File: src/hw/rtl/pls_pkg.sv
package pls_pkg;

    localparam int FRAMES_MAX = 4096;
    localparam int FRAC_BITS  = 16;
    localparam int CNT_W      = 13;
    localparam int POS_W      = 12;
    localparam int STEP_W     = 24;
    localparam int SEEK_W     = 24;
    localparam int EL_W       = 16;
    localparam int PROD_W     = EL_W + STEP_W + 1;
    localparam int DVD_W      = 24;
    localparam int PW         = 26;
    localparam int IDX_W      = 3;
    localparam int CFG_W      = 24;

    localparam logic [1:0] MODE_CLAMP    = 2'd0;
    localparam logic [1:0] MODE_WRAP     = 2'd1;
    localparam logic [1:0] MODE_PINGPONG = 2'd2;

    localparam logic [IDX_W-1:0] REG_MODE  = 3'd0;
    localparam logic [IDX_W-1:0] REG_FIRST = 3'd1;
    localparam logic [IDX_W-1:0] REG_LAST  = 3'd2;
    localparam logic [IDX_W-1:0] REG_TOTAL = 3'd3;
    localparam logic [IDX_W-1:0] REG_STEP  = 3'd4;

    typedef struct packed {
        logic [1:0]               mode;
        logic signed [CNT_W-1:0]  first;
        logic signed [CNT_W-1:0]  last;
        logic [CNT_W-1:0]         total;
        logic signed [STEP_W-1:0] step;
    } cfg_t;

    typedef struct packed {
        logic pp_wr;
        logic step_pos;
    } mode_wr_t;

    typedef struct packed {
        logic             start;
        logic [DVD_W-1:0] dividend;
        logic [CNT_W-1:0] divisor;
    } div_req_t;

    typedef struct packed {
        logic             busy;
        logic             done;
        logic [CNT_W-1:0] rem;
        logic             q_lsb;
    } div_rsp_t;

    typedef struct packed {
        logic [POS_W-1:0] frame;
        logic             frame_new;
        logic             forward;
    } res_t;

endpackage

File: src/hw/rtl/playhead_loop_stepper_top.sv
// Frame playhead with clamp, wrap and ping-pong loop modes. Each word on the
// slave side is either a tick (tuser 0: elapsed time is scaled by the Q8.16
// step, whole frames move the playhead, the fraction is kept) or a seek
// (tuser 1: the frame is set to the non-negative remainder of seek_frame by
// the frame count); each gives one result word. While the frame count is
// zero, any word goes straight to the output state; a tick that needs no
// division passes multiply, add, plan and output; a seek, and a tick that
// leaves the loop in wrap or ping-pong mode, run the shared restoring divider,
// one quotient bit per cycle. One item is in work at a time; the next word is
// taken in the cycle after the result enters the output register, even while
// that result still waits for m_tready. While the output register is still
// full and m_tready is low, a finished result holds in the sequencer and
// s_tready stays low.
module playhead_loop_stepper_top (
    input  logic                        clk,
    input  logic                        rst_n,
    input  logic                        s_tvalid,
    output logic                        s_tready,
    input  logic [39:0]                 s_tdata,   // elapsed[15:0], seek_frame[39:16]
    input  logic                        s_tuser,   // func
    output logic                        m_tvalid,
    input  logic                        m_tready,
    output logic [15:0]                 m_tdata,   // frame[11:0], frame_new[12], forward[13]
    input  logic                        cfg_valid,
    output logic                        cfg_ready,
    input  logic [pls_pkg::IDX_W-1:0]   cfg_index,
    input  logic [pls_pkg::CFG_W-1:0]   cfg_data
);
    import pls_pkg::*;

    cfg_t     cfg_reg, cfg_next;
    mode_wr_t mode_wr;
    div_req_t div_req;
    div_rsp_t div_rsp;
    res_t     res;
    res_t     out_reg;
    logic     out_valid_reg;
    logic     res_valid, res_ready;
    logic     cfg_wr;

    assign cfg_ready = 1'b1;
    assign cfg_wr    = cfg_valid && cfg_ready;

    always_comb
    begin
        cfg_next = cfg_reg;
        if (cfg_wr)
        begin
            case (cfg_index)
                REG_MODE:  cfg_next.mode  = cfg_data[1:0];
                REG_FIRST: cfg_next.first = $signed(cfg_data[CNT_W-1:0]);
                REG_LAST:  cfg_next.last  = $signed(cfg_data[CNT_W-1:0]);
                REG_TOTAL: cfg_next.total = cfg_data[CNT_W-1:0];
                REG_STEP:  cfg_next.step  = $signed(cfg_data[STEP_W-1:0]);
                default:   cfg_next = cfg_reg;
            endcase
        end
    end

    // entering ping-pong takes its direction from the step sign
    assign mode_wr.pp_wr    = cfg_wr && (cfg_index == REG_MODE)
                              && (cfg_data[1:0] == MODE_PINGPONG);
    assign mode_wr.step_pos = !cfg_reg.step[STEP_W-1] && (cfg_reg.step != '0);

    always_ff @(posedge clk or negedge rst_n)
    begin
        if (!rst_n)
        begin
            cfg_reg.mode  <= MODE_WRAP;
            cfg_reg.first <= '1;
            cfg_reg.last  <= '1;
            cfg_reg.total <= '0;
            cfg_reg.step  <= STEP_W'(1 << FRAC_BITS);
        end
        else
            cfg_reg <= cfg_next;
    end

    pls_div u_div (
        .clk (clk),
        .rst_n (rst_n),
        .req (div_req),
        .rsp (div_rsp)
    );

    pls_ctrl u_ctrl (
        .clk        (clk),
        .rst_n      (rst_n),
        .cfg        (cfg_reg),
        .mode_wr    (mode_wr),
        .in_valid   (s_tvalid),
        .in_ready   (s_tready),
        .in_func    (s_tuser),
        .in_elapsed (s_tdata[15:0]),
        .in_seek    ($signed(s_tdata[39:16])),
        .res_valid  (res_valid),
        .res_ready  (res_ready),
        .res        (res),
        .div_req    (div_req),
        .div_rsp    (div_rsp)
    );

    assign res_ready = !out_valid_reg || m_tready;

    always_ff @(posedge clk or negedge rst_n)
    begin
        if (!rst_n)
            out_valid_reg <= 1'b0;
        else if (res_ready)
            out_valid_reg <= res_valid;
    end

    always_ff @(posedge clk)
    begin
        if (res_ready && res_valid)
            out_reg <= res;
    end

    assign m_tvalid = out_valid_reg;
    assign m_tdata  = {2'b00, out_reg.forward, out_reg.frame_new, out_reg.frame};

endmodule

File: src/hw/rtl/pls_div.sv
module pls_div (
    input  logic              clk,
    input  logic              rst_n,
    input  pls_pkg::div_req_t req,
    output pls_pkg::div_rsp_t rsp
);
    import pls_pkg::*;

    localparam int STEPS = DVD_W;
    localparam int CW    = $clog2(STEPS + 1);
    localparam int RW    = CNT_W + 1;

    logic [DVD_W-1:0] dvd_reg, dvd_next;
    logic [RW-1:0]    rem_reg, rem_next;
    logic [CNT_W-1:0] dsr_reg, dsr_next;
    logic [CW-1:0]    cnt_reg, cnt_next;
    logic             busy_reg, busy_next;
    logic             done_reg, done_next;
    logic             q_reg, q_next;
    logic [RW-1:0]    trial;

    always_comb
    begin
        trial     = {rem_reg[RW-2:0], dvd_reg[DVD_W-1]};
        dvd_next  = dvd_reg;
        rem_next  = rem_reg;
        dsr_next  = dsr_reg;
        cnt_next  = cnt_reg;
        busy_next = busy_reg;
        q_next    = q_reg;
        done_next = 1'b0;
        if (req.start)
        begin
            dvd_next  = req.dividend;
            dsr_next  = req.divisor;
            rem_next  = '0;
            cnt_next  = '0;
            q_next    = 1'b0;
            busy_next = 1'b1;
        end
        else if (busy_reg)
        begin
            // one quotient bit per cycle, restoring
            dvd_next = {dvd_reg[DVD_W-2:0], 1'b0};
            if (trial >= {1'b0, dsr_reg})
            begin
                rem_next = trial - {1'b0, dsr_reg};
                q_next   = 1'b1;
            end
            else
            begin
                rem_next = trial;
                q_next   = 1'b0;
            end
            cnt_next = cnt_reg + 1'b1;
            if (cnt_reg == CW'(STEPS - 1))
            begin
                busy_next = 1'b0;
                done_next = 1'b1;
            end
        end
    end

    always_ff @(posedge clk or negedge rst_n)
    begin
        if (!rst_n)
        begin
            busy_reg <= 1'b0;
            done_reg <= 1'b0;
            cnt_reg  <= '0;
        end
        else
        begin
            busy_reg <= busy_next;
            done_reg <= done_next;
            cnt_reg  <= cnt_next;
        end
    end

    always_ff @(posedge clk)
    begin
        dvd_reg <= dvd_next;
        rem_reg <= rem_next;
        dsr_reg <= dsr_next;
        q_reg   <= q_next;
    end

    assign rsp.busy  = busy_reg;
    assign rsp.done  = done_reg;
    assign rsp.rem   = rem_reg[CNT_W-1:0];
    assign rsp.q_lsb = q_reg;

endmodule

File: src/hw/rtl/pls_ctrl.sv
module pls_ctrl (
    input  logic                              clk,
    input  logic                              rst_n,
    input  pls_pkg::cfg_t                     cfg,
    input  pls_pkg::mode_wr_t                 mode_wr,
    input  logic                              in_valid,
    output logic                              in_ready,
    input  logic                              in_func,
    input  logic [pls_pkg::EL_W-1:0]          in_elapsed,
    input  logic signed [pls_pkg::SEEK_W-1:0] in_seek,
    output logic                              res_valid,
    input  logic                              res_ready,
    output pls_pkg::res_t                     res,
    output pls_pkg::div_req_t                 div_req,
    input  pls_pkg::div_rsp_t                 div_rsp
);
    import pls_pkg::*;

    typedef enum logic [5:0] {
        ST_IDLE = 6'b000001,
        ST_MUL  = 6'b000010,
        ST_ADD  = 6'b000100,
        ST_PLAN = 6'b001000,
        ST_DIV  = 6'b010000,
        ST_OUT  = 6'b100000
    } state_t;

    typedef enum logic [1:0] {
        KIND_SEEK,
        KIND_ADDLO,
        KIND_SUBHI,
        KIND_FOLD
    } kind_t;

    state_t                    st_reg, st_next;
    kind_t                     kind_reg, kind_next;
    logic [EL_W-1:0]           el_reg, el_next;
    logic signed [PROD_W-1:0]  prod_reg, prod_next;
    logic signed [STEP_W-1:0]  push_reg, push_next;
    logic [FRAC_BITS-1:0]      frac_reg, frac_next;
    logic [POS_W-1:0]          play_reg, play_next;
    logic signed [CNT_W-1:0]   prev_reg, prev_next;
    logic                      new_reg, new_next;
    logic                      dir_reg, dir_next;
    logic [POS_W-1:0]          lo_reg, lo_next, hi_reg, hi_next, span_reg, span_next;
    logic [CNT_W-1:0]          cnt_reg, cnt_next;
    logic                      neg_reg, neg_next;

    logic [CNT_W-1:0]          cnt_c;
    logic [POS_W-1:0]          lastf_c, a_c, b_c;
    logic signed [PROD_W-1:0]  total;
    logic signed [PW-1:0]      play_s, push_s, mag_s, lo_s, hi_s, lastf_s;
    logic signed [PW-1:0]      p_wrap, p_pp, over_pp;
    logic [STEP_W-1:0]         mag;
    logic [SEEK_W-1:0]         seek_mag;
    logic [POS_W-1:0]          rem12, over12;
    logic                      fold_d;
    logic                      upd;

    always_comb
    begin
        // effective count and loop bounds
        cnt_c   = (cfg.total > CNT_W'(FRAMES_MAX)) ? CNT_W'(FRAMES_MAX) : cfg.total;
        lastf_c = POS_W'(cnt_c - 1'b1);
        a_c     = cfg.first[CNT_W-1] ? '0 : cfg.first[POS_W-1:0];
        b_c     = cfg.last[CNT_W-1] ? lastf_c : cfg.last[POS_W-1:0];
        if (a_c > lastf_c)
            a_c = lastf_c;
        if (b_c > lastf_c)
            b_c = lastf_c;

        seek_mag = in_seek[SEEK_W-1] ? (~in_seek + 1'b1) : in_seek;

        total   = prod_reg + $signed({{(PROD_W-FRAC_BITS){1'b0}}, frac_reg});
        mag     = push_reg[STEP_W-1] ? (~push_reg + 1'b1) : push_reg;
        play_s  = $signed({{(PW-POS_W){1'b0}}, play_reg});
        push_s  = $signed({{(PW-STEP_W){push_reg[STEP_W-1]}}, push_reg});
        mag_s   = $signed({{(PW-STEP_W){1'b0}}, mag});
        lo_s    = $signed({{(PW-POS_W){1'b0}}, lo_reg});
        hi_s    = $signed({{(PW-POS_W){1'b0}}, hi_reg});
        lastf_s = $signed({{(PW-POS_W){1'b0}}, POS_W'(cnt_reg - 1'b1)});
        p_wrap  = play_s + push_s;
        p_pp    = dir_reg ? (play_s + mag_s) : (play_s - mag_s);
        over_pp = (p_pp > hi_s) ? (p_pp - hi_s) : (lo_s - p_pp);

        rem12   = div_rsp.rem[POS_W-1:0];
        over12  = rem12 + 1'b1;
        fold_d  = dir_reg ^ div_rsp.q_lsb;

        st_next   = st_reg;
        kind_next = kind_reg;
        el_next   = el_reg;
        prod_next = prod_reg;
        push_next = push_reg;
        frac_next = frac_reg;
        play_next = play_reg;
        prev_next = prev_reg;
        new_next  = new_reg;
        dir_next  = dir_reg;
        lo_next   = lo_reg;
        hi_next   = hi_reg;
        span_next = span_reg;
        cnt_next  = cnt_reg;
        neg_next  = neg_reg;
        upd       = 1'b0;

        div_req.start    = 1'b0;
        div_req.dividend = seek_mag;
        div_req.divisor  = cnt_c;

        in_ready  = (st_reg == ST_IDLE);
        res_valid = (st_reg == ST_OUT);

        if (mode_wr.pp_wr)
            dir_next = mode_wr.step_pos;

        case (st_reg)
            ST_IDLE:
            begin
                if (in_valid)
                begin
                    el_next   = in_elapsed;
                    cnt_next  = cnt_c;
                    neg_next  = in_seek[SEEK_W-1];
                    lo_next   = (a_c < b_c) ? a_c : b_c;
                    hi_next   = (a_c < b_c) ? b_c : a_c;
                    span_next = ((a_c < b_c) ? b_c : a_c) - ((a_c < b_c) ? a_c : b_c);
                    if (in_func)
                    begin
                        if (cnt_c == '0)
                        begin
                            play_next = '0;
                            st_next   = ST_OUT;
                        end
                        else
                        begin
                            div_req.start = 1'b1;
                            kind_next     = KIND_SEEK;
                            st_next       = ST_DIV;
                        end
                    end
                    else if (cnt_c == '0)
                        st_next = ST_OUT;
                    else
                        st_next = ST_MUL;
                end
            end
            ST_MUL:
            begin
                prod_next = $signed({1'b0, el_reg}) * cfg.step;
                st_next   = ST_ADD;
            end
            ST_ADD:
            begin
                push_next = total[FRAC_BITS +: STEP_W];
                frac_next = (cfg.step == '0) ? '0 : total[FRAC_BITS-1:0];
                st_next   = ST_PLAN;
            end
            ST_PLAN:
            begin
                st_next = ST_OUT;
                if (push_reg == '0)
                    upd = 1'b1;
                else if (cfg.mode == MODE_CLAMP)
                begin
                    if (p_wrap < 0)
                        play_next = '0;
                    else if (p_wrap > lastf_s)
                        play_next = lastf_s[POS_W-1:0];
                    else
                        play_next = p_wrap[POS_W-1:0];
                    upd = 1'b1;
                end
                else if (span_reg == '0)
                begin
                    // narrow loop: hold position and history
                    st_next = ST_OUT;
                end
                else if (cfg.mode == MODE_WRAP)
                begin
                    div_req.divisor = {1'b0, span_reg};
                    if (p_wrap > hi_s)
                    begin
                        div_req.start    = 1'b1;
                        div_req.dividend = DVD_W'(p_wrap - hi_s);
                        kind_next        = KIND_ADDLO;
                        st_next          = ST_DIV;
                    end
                    else if (p_wrap < lo_s)
                    begin
                        div_req.start    = 1'b1;
                        div_req.dividend = DVD_W'(lo_s - p_wrap);
                        kind_next        = KIND_SUBHI;
                        st_next          = ST_DIV;
                    end
                    else
                    begin
                        play_next = p_wrap[POS_W-1:0];
                        upd       = 1'b1;
                    end
                end
                else if (cfg.mode == MODE_PINGPONG)
                begin
                    div_req.divisor = {1'b0, span_reg};
                    if (p_pp > hi_s || p_pp < lo_s)
                    begin
                        div_req.start    = 1'b1;
                        div_req.dividend = DVD_W'(over_pp - 1);
                        kind_next        = KIND_FOLD;
                        st_next          = ST_DIV;
                    end
                    else
                    begin
                        play_next = p_pp[POS_W-1:0];
                        upd       = 1'b1;
                    end
                end
                else
                    upd = 1'b1;
            end
            ST_DIV:
            begin
                if (div_rsp.done)
                begin
                    st_next = ST_OUT;
                    case (kind_reg)
                        KIND_SEEK:
                        begin
                            if (neg_reg && rem12 != '0)
                                play_next = POS_W'(cnt_reg - div_rsp.rem);
                            else
                                play_next = rem12;
                        end
                        KIND_ADDLO:
                        begin
                            play_next = lo_reg + rem12;
                            upd       = 1'b1;
                        end
                        KIND_SUBHI:
                        begin
                            play_next = hi_reg - rem12;
                            upd       = 1'b1;
                        end
                        KIND_FOLD:
                        begin
                            // odd number of extra folds flips the direction first
                            play_next = fold_d ? (hi_reg - over12) : (lo_reg + over12);
                            dir_next  = !fold_d;
                            upd       = 1'b1;
                        end
                        default:
                            play_next = play_reg;
                    endcase
                end
            end
            ST_OUT:
            begin
                if (res_ready)
                    st_next = ST_IDLE;
            end
            default:
                st_next = ST_IDLE;
        endcase

        if (upd)
        begin
            new_next  = (prev_reg != $signed({1'b0, play_next}));
            prev_next = $signed({1'b0, play_next});
        end
    end

    always_ff @(posedge clk or negedge rst_n)
    begin
        if (!rst_n)
        begin
            st_reg   <= ST_IDLE;
            kind_reg <= KIND_SEEK;
            play_reg <= '0;
            prev_reg <= '1;
            frac_reg <= '0;
            dir_reg  <= 1'b1;
            new_reg  <= 1'b1;
        end
        else
        begin
            st_reg   <= st_next;
            kind_reg <= kind_next;
            play_reg <= play_next;
            prev_reg <= prev_next;
            frac_reg <= frac_next;
            dir_reg  <= dir_next;
            new_reg  <= new_next;
        end
    end

    always_ff @(posedge clk)
    begin
        el_reg   <= el_next;
        prod_reg <= prod_next;
        push_reg <= push_next;
        lo_reg   <= lo_next;
        hi_reg   <= hi_next;
        span_reg <= span_next;
        cnt_reg  <= cnt_next;
        neg_reg  <= neg_next;
    end

    assign res.frame     = play_reg;
    assign res.frame_new = new_reg;
    assign res.forward   = dir_reg;

    a_div_alive: assert property (@(posedge clk) disable iff (!rst_n)
        (st_reg == ST_DIV) |-> (div_rsp.busy || div_rsp.done))
        else $error("sequencer waits on an idle divider");

    a_idle_div: assert property (@(posedge clk) disable iff (!rst_n)
        (st_reg == ST_IDLE) |-> !div_rsp.busy)
        else $error("divider busy while sequencer idle");

    a_seek_rem: assert property (@(posedge clk) disable iff (!rst_n)
        (div_rsp.done && kind_reg == KIND_SEEK) |-> (div_rsp.rem < cnt_reg))
        else $error("seek remainder not below frame count");

    a_loop_rem: assert property (@(posedge clk) disable iff (!rst_n)
        (div_rsp.done && kind_reg != KIND_SEEK) |-> (div_rsp.rem < {1'b0, span_reg}))
        else $error("loop remainder not below span");

    a_out_hold: assert property (@(posedge clk) disable iff (!rst_n)
        (st_reg == ST_OUT && !res_ready) |=>
            (st_reg == ST_OUT && $stable(play_reg) && $stable(new_reg)))
        else $error("result changed while held");

endmodule

File: config.mk
export PLATFORM = sky130hd
export DESIGN_NAME = playhead_loop_stepper_top
export DESIGN_NICKNAME = d
export VERILOG_FILES = /design/src/hw/rtl/pls_pkg.sv /design/src/hw/rtl/playhead_loop_stepper_top.sv /design/src/hw/rtl/pls_div.sv /design/src/hw/rtl/pls_ctrl.sv
export SDC_FILE = /design/constraint.sdc
export NUM_CORES = 2
export LEC_CHECK = 0
export BUFFER_PORTS_ARGS = -buffer_cell sky130_fd_sc_hd__buf_4
export CAP_MARGIN = 10
export CORE_ASPECT_RATIO = 1.1
export CORE_MARGIN = 2
export CORE_UTILIZATION = 65
export CTS_BUF_LIST = sky130_fd_sc_hd__clkbuf_8
export CTS_CLUSTER_SIZE = 24
export DETAILED_ROUTE_END_ITERATION = 8
export PLACE_DENSITY = 0.87
export SLEW_MARGIN = 0
export SYNTH_ARGS = -nofsm -noshare
export SYNTH_HDL_FRONTEND = slang
export SYNTH_SLANG_ARGS = --single-unit
File: constraint.sdc
create_clock -name clk -period 11.73 [get_ports clk]
set_input_delay 2.346 -clock clk [delete_from_list [all_inputs] [get_ports clk]]
set_output_delay 2.346 -clock clk [all_outputs]
set_load 0.02 [all_outputs]
# Yosys cells after proc, flatten, opt, wreduce, memory -nomap -nowiden
# Index checks and enable logic that the tools add are counted.
# Widths: inputs -> output; s select.
[classes] add_sub_neg=22 n_mul=1 order_cmp=11 n_eq_ne=29 muxes=97 bitwise=3 n_reduce_logical=30
[ops] operator="$mux 12" count=22
[ops] operator="$mux 38" count=5
[ops] operator="$mux 24" count=5
[ops] operator="$mux 6" count=14
[ops] operator="$mux 25" count=3
[ops] operator="$gt 25x13->1" count=2
[ops] operator="$add 24x1->24 const B" count=2
[ops] operator="$logic_not 24->1" count=2
[ops] operator="$not 24->24" count=2
[ops] operator="$pmux 12 s4" count=1
[ops] operator="$sub 12x12->12" count=4
[ops] operator="$sub 13x24->24" count=2
[ops] operator="$sub 24x13->24" count=2
[ops] operator="$add 40x17->40" count=1
[ops] operator="$mul 17x24->40" count=1
[ops] operator="$mux 37" count=1
[ops] operator="$pmux 12 s3" count=1
[ops] operator="$pmux 6 s6" count=1
[ops] operator="$gt 26x13->1" count=1
[ops] operator="$lt 26x13->1" count=1
[ops] operator="$mux 13" count=2
[ops] operator="$mux 26" count=1
[ops] operator="$add 12x24->25" count=1
[ops] operator="$add 13x24->25" count=1
[ops] operator="other kinds (51)" count=115
[totals] register_bits=318 input_bits=73 output_inout_bits=19 elab_cells=224

# Depth between registers and ports, before layout
[depth] word_depth=16 mapped_depth=40 mapped_depth_nobuf=37

# Hierarchy
# From an unflattened synthesis, not the netlist that was laid out.
[hier_totals] hier_cells=4944 area_unflattened_um2=43845.8
[by_module_without_submodules] mod="pls_ctrl" instances=1 cells_each=4501 area_each_um2=37704.9 seq_area_each_um2=5170.0
[by_module_without_submodules] mod="pls_div" instances=1 cells_each=270 area_each_um2=3089.2 seq_area_each_um2=1566.5
[by_module_without_submodules] mod="playhead_loop_stepper_top" instances=1 cells_each=173 area_each_um2=3051.7 seq_area_each_um2=2107.0

# Least setup slack after synthesis
# Ideal clock, no wire load.
[synth_timing] kind="register -> register" startpoint="reg cfg_reg[26] in the netlist's numbering" endpoint="reg u_ctrl.span_reg[10] (data pin)" setup_time_ns=0.258 arrival_ns=8.305 required_ns=11.472 path_slack_ns=3.167 stages_incl_launch_ff=41 n_path_buf=3 period_less_slack_ns=8.563 cell_sequence="dfrtp_1 or3_1 or4_1 o41ai_1 nand2_1 ha_1 nand2_1 a21oi_1 nand3_1 xor2_1 nand2_1 o21ai_0 inv_1 ha_1 nand4_1 or2_2 o221ai_1 o21a_1 [... 5 more ...] o21a_1 o21ai_0 a21oi_1 o21ai_0 a21oi_1 a211oi_1 a21oi_1 clkbuf_1 clkbuf_1 o2111ai_1 o21a_1 ha_1 o21ai_0 a31oi_1 or4_1 a31o_2 a31oi_1 xnor2_1"
[synth_via] elab_chain_cells=9 elab_cells_between_ends=12 classes_between="2 x add/sub; 4 x order compare; 6 x mux"
[synth_lines] item="from (decl)" line_no="playhead_loop_stepper_top.sv:31" source="cfg_t cfg_reg, cfg_next;"
[synth_lines] item="from (signal assigned)" line_no="playhead_loop_stepper_top.sv:76" source="cfg_reg <= cfg_next;"
[synth_lines] item="$gt 13x13->1" line_no="pls_ctrl.sv:63" source="cnt_c = (cfg.total > CNT_W'(FRAMES_MAX)) ? CNT_W'(FRAMES_MAX) : cfg.total;"
[synth_lines] item="$mux 13 *" line_no="pls_ctrl.sv:63"
[synth_lines] item="$sub 12x1->12 *" line_no="pls_ctrl.sv:64" source="lastf_c = POS_W'(cnt_c - 1'b1);"
[synth_lines] item="$mux 12" line_no="pls_ctrl.sv:66" source="b_c = cfg.last[CNT_W-1] ? lastf_c : cfg.last[POS_W-1:0];"
[synth_lines] item="$gt 12x12->1" line_no="pls_ctrl.sv:69" source="if (b_c > lastf_c)"
[synth_lines] item="$mux 12" line_no="pls_ctrl.sv:69"
[synth_lines] item="$lt 12x12->1" line_no="pls_ctrl.sv:127" source="span_next = ((a_c < b_c) ? b_c : a_c) - ((a_c < b_c) ? a_c : b_c);"
[synth_lines] item="$mux 12" line_no="pls_ctrl.sv:127"
[synth_lines] item="$sub 12x12->12 *" line_no="pls_ctrl.sv:127"
[synth_lines] item="to (signal assigned)" line_no="pls_ctrl.sv:303" source="span_reg <= span_next;"
[synth_lines] item="to (decl)" line_no="pls_ctrl.sv:45" source="logic [POS_W-1:0] lo_reg, lo_next, hi_reg, hi_next, span_reg, span_next;"
# Mark *: on every way between the ends. The rest lies on a longest branch, timed or not.
# A chain may end at the register's enable or synchronous reset.

# Final worst setup path
# Ends and elaborated chain as after synthesis.

==> run_results.csv <==
group,metric,value,unit
global_routing,grt.busiest_layer,"met2",
layout,num-nets-final,5591,
layout,area_growth,6.07,%
die,ios,92,
placement,numPortBuffers,88,
clock_tree,cts_setup_buffers,0,
global_routing,use_met1,45.7,%
timing,fin_worst_skew,0.0534,ns
detailed_routing,avgViaCountPerCell,6.34,
logic_synthesis,synth_top_area_share,18.3,%
clock_tree,cts.sinks,318,
global_routing,grt_use_met3,6.60,%
clock_tree,cts_tree,"built",
detailed_routing,drt-total-wl,120,mm
placement,place_area,43500,um2
logic_synthesis,seq_area_frac_synth,20.9,%
timing,setup_viol,0,
placement,dp_hpwl,93.7,mm
clock_tree,postCtsHoldBufs,0,
logic_synthesis,synth_commonest_cells,"648 x inv_1, 463 x nand2_1, 386 x fa_1, 349 x ha_1, 292 x nor2_1",
timing,holdWs,0.484,ns
logic_synthesis,synth_cell_types,111,
timing,rsz0062_at_grt,"no",
timing,relSlewSlack,25.9,%
layout,stdcell_area,44800,um2
clock_tree,cts_root_buf,"clkbuf_8",
clock_tree,clk_path_buf_depth,3,
setup_path,startpoint_type,"register",
timing,finalCritPeriodShare,85.2,%
setup_path,crit_top_cell,"a21o_1",
global_routing,grt_pass1_wl,191,mm
logic_synthesis,synth_edf_count,180,
die,core-area,64000,um2
timing,finalSetupTns,0,ns
logic_synthesis,synth_cells,4787,
detailed_routing,firstDrtPassIters,6,
layout,drive_above_1_share,8.72,%
setup_path,worstPathRequired,12.14,ns
setup_path,critical_path_peak_fanout,13,
logic_synthesis,synth_area_per_cell,8.82,um2
global_routing,track_usage,36.1,%
clock_tree,clk_latency,0.70,ns
logic_synthesis,ys.flop_type,"edfxtp_1",
logic_synthesis,yosys.area.top_type,"fa_1",
clock_tree,cts_buffers,55,
setup_path,path_class,"register to register",
timing,tightest_slew,1.11,ns
global_routing,met2_usage,59.2,%
logic_synthesis,synth_seq_cells,318,
setup_path,end_kind,"register",
layout,largest_reg_flops,65,
die,rows,97,
setup_path,max_stage_delay,0.80,ns
placement,gp_congestion,1.06,
run_status,status,"completed",
clock_tree,cts_resized,0,
logic_synthesis,yosysWarnings,0,
timing,fmax,100,MHz
timing,finalWorstSetupSlack,1.74,ns
die,initial_utilization,66.0,%
timing,finalMaxSlewViolations,0,
job,max_cap_violations,0,
global_routing,grt_max_degree,67,
detailed_routing,drc,0,
logic_synthesis,synth.most_common_cell,"inv_1",
global_routing,grt_overflow,0,
setup_path,cp.arrival,10.40,ns
placement,place_ws,1.93,ns
detailed_routing,via_count,36000,
setup_path,slowest_stage,"nor2_1",
die,die_area,67000,um2
detailed_routing,ant_nets,0,
detailed_routing,first_iter_violations,3640,
die,die_w,247,um
detailed_routing,wl_per_cell,21.2,um
logic_synthesis,async_flop_share,39.0,%
worst_hold_path,holdCritPathClass,"register to register",
clock_tree,path_clk_slew,0.07,ns
global_routing,grt_pass1_vias,36000,
logic_synthesis,syn-cell-area,42200,um2
die,die_y,271,um
global_routing,antenna_found_initial,3,
timing,min_period,9.99,ns
logic_synthesis,ys_top_cells_by_area,"fa_1 18%, edfxtp_1 13%, ha_1 10%, inv_1 5.8%, dfrtp_1 4.7%",
clock_tree,htree_levels,2,
timing,hold_violations,0,
-- per-layer routing --
layer  vias to the layer above  share of wire [%]
met5                         -             0.0092
met3                       457                 10
met4                         2                5.9
li1                      16300                  -
met2                      1980                 47
met1                     17300                 37
-- layout make-up --
class / instances / area (um2)
Antenna cell: 3 / 7.51
Clock buffer: 65 / 895
Clock inverter: 39 / 339
Fill cell: 4851 / 19200
Inverter: 651 / 2440
Multi-Input combinational cell: 3630 / 30200
Sequential cell: 318 / 8840
Tap cell: 841 / 1050
Timing Repair Buffer: 127 / 957
-- cell families after synthesis --
family | Yosys count | synth area share, %
multiplexers | 146 | 3.80
flip-flops | 318 | 20.9
XOR/XNOR | 331 | 6.89
AND/OR/NAND/NOR | 1433 | 16.9
other | 2 | 0.0178
AO/OA/AOI/OAI | 982 | 15.3
buffers and inverters | 840 | 7.56
adder cells (fa/ha/maj) | 735 | 28.7
-- worst max-delay path: cells and delay by family (launching register included) --
family | cells | cell delay [ns]
AO/OA/AOI/OAI | 20 | 4.10
XOR/XNOR | 2 | 0.52
AND/OR/NAND/NOR | 9 | 3.09
adder cells (fa/ha/maj) | 4 | 1.11
multiplexers | 1 | 0.47
flip-flops | 1 | 0.40
-- metrics by stage --
stage               util [%]  instances
detailed placement      68.1       5567
CTS                     70.0       5671
floorplan                  -       4788
global route            70.0       5673
global placement        68.1       5567
finish                  70.0       5674
-- path summary, 6_finish.rpt --
check                      slack [ns]            from  cells after the start             endpoint
min in group asynchronous        1.65           rst_n                      1   u_ctrl.kind_reg[1]
max                              1.74     cfg_reg[26]                     36  u_ctrl.span_reg[10]
min                              0.48  u_ctrl.new_reg                      2       u_ctrl.new_reg
max in group asynchronous        8.77           rst_n                      2           cfg_reg[8]
min reg2reg                      0.48  u_ctrl.new_reg                      2       u_ctrl.new_reg
max reg2reg                      1.74     cfg_reg[26]                     36  u_ctrl.span_reg[10]
-- placed cells by master, fill, tap and decap left out, types with 171 or more instances in the layout --
cell type and instances:
fa_1 386, nor2_1 292, ha_1 349, and2_1 171, inv_1 657, nand2_1 463
edfxtp_1 180, a21oi_1 266, o21ai_0 209, xnor2_1 224
Power is left out: the tool's default activity adds up to more than one toggle a clock period on the data nets, which glitch-free logic cannot reach.
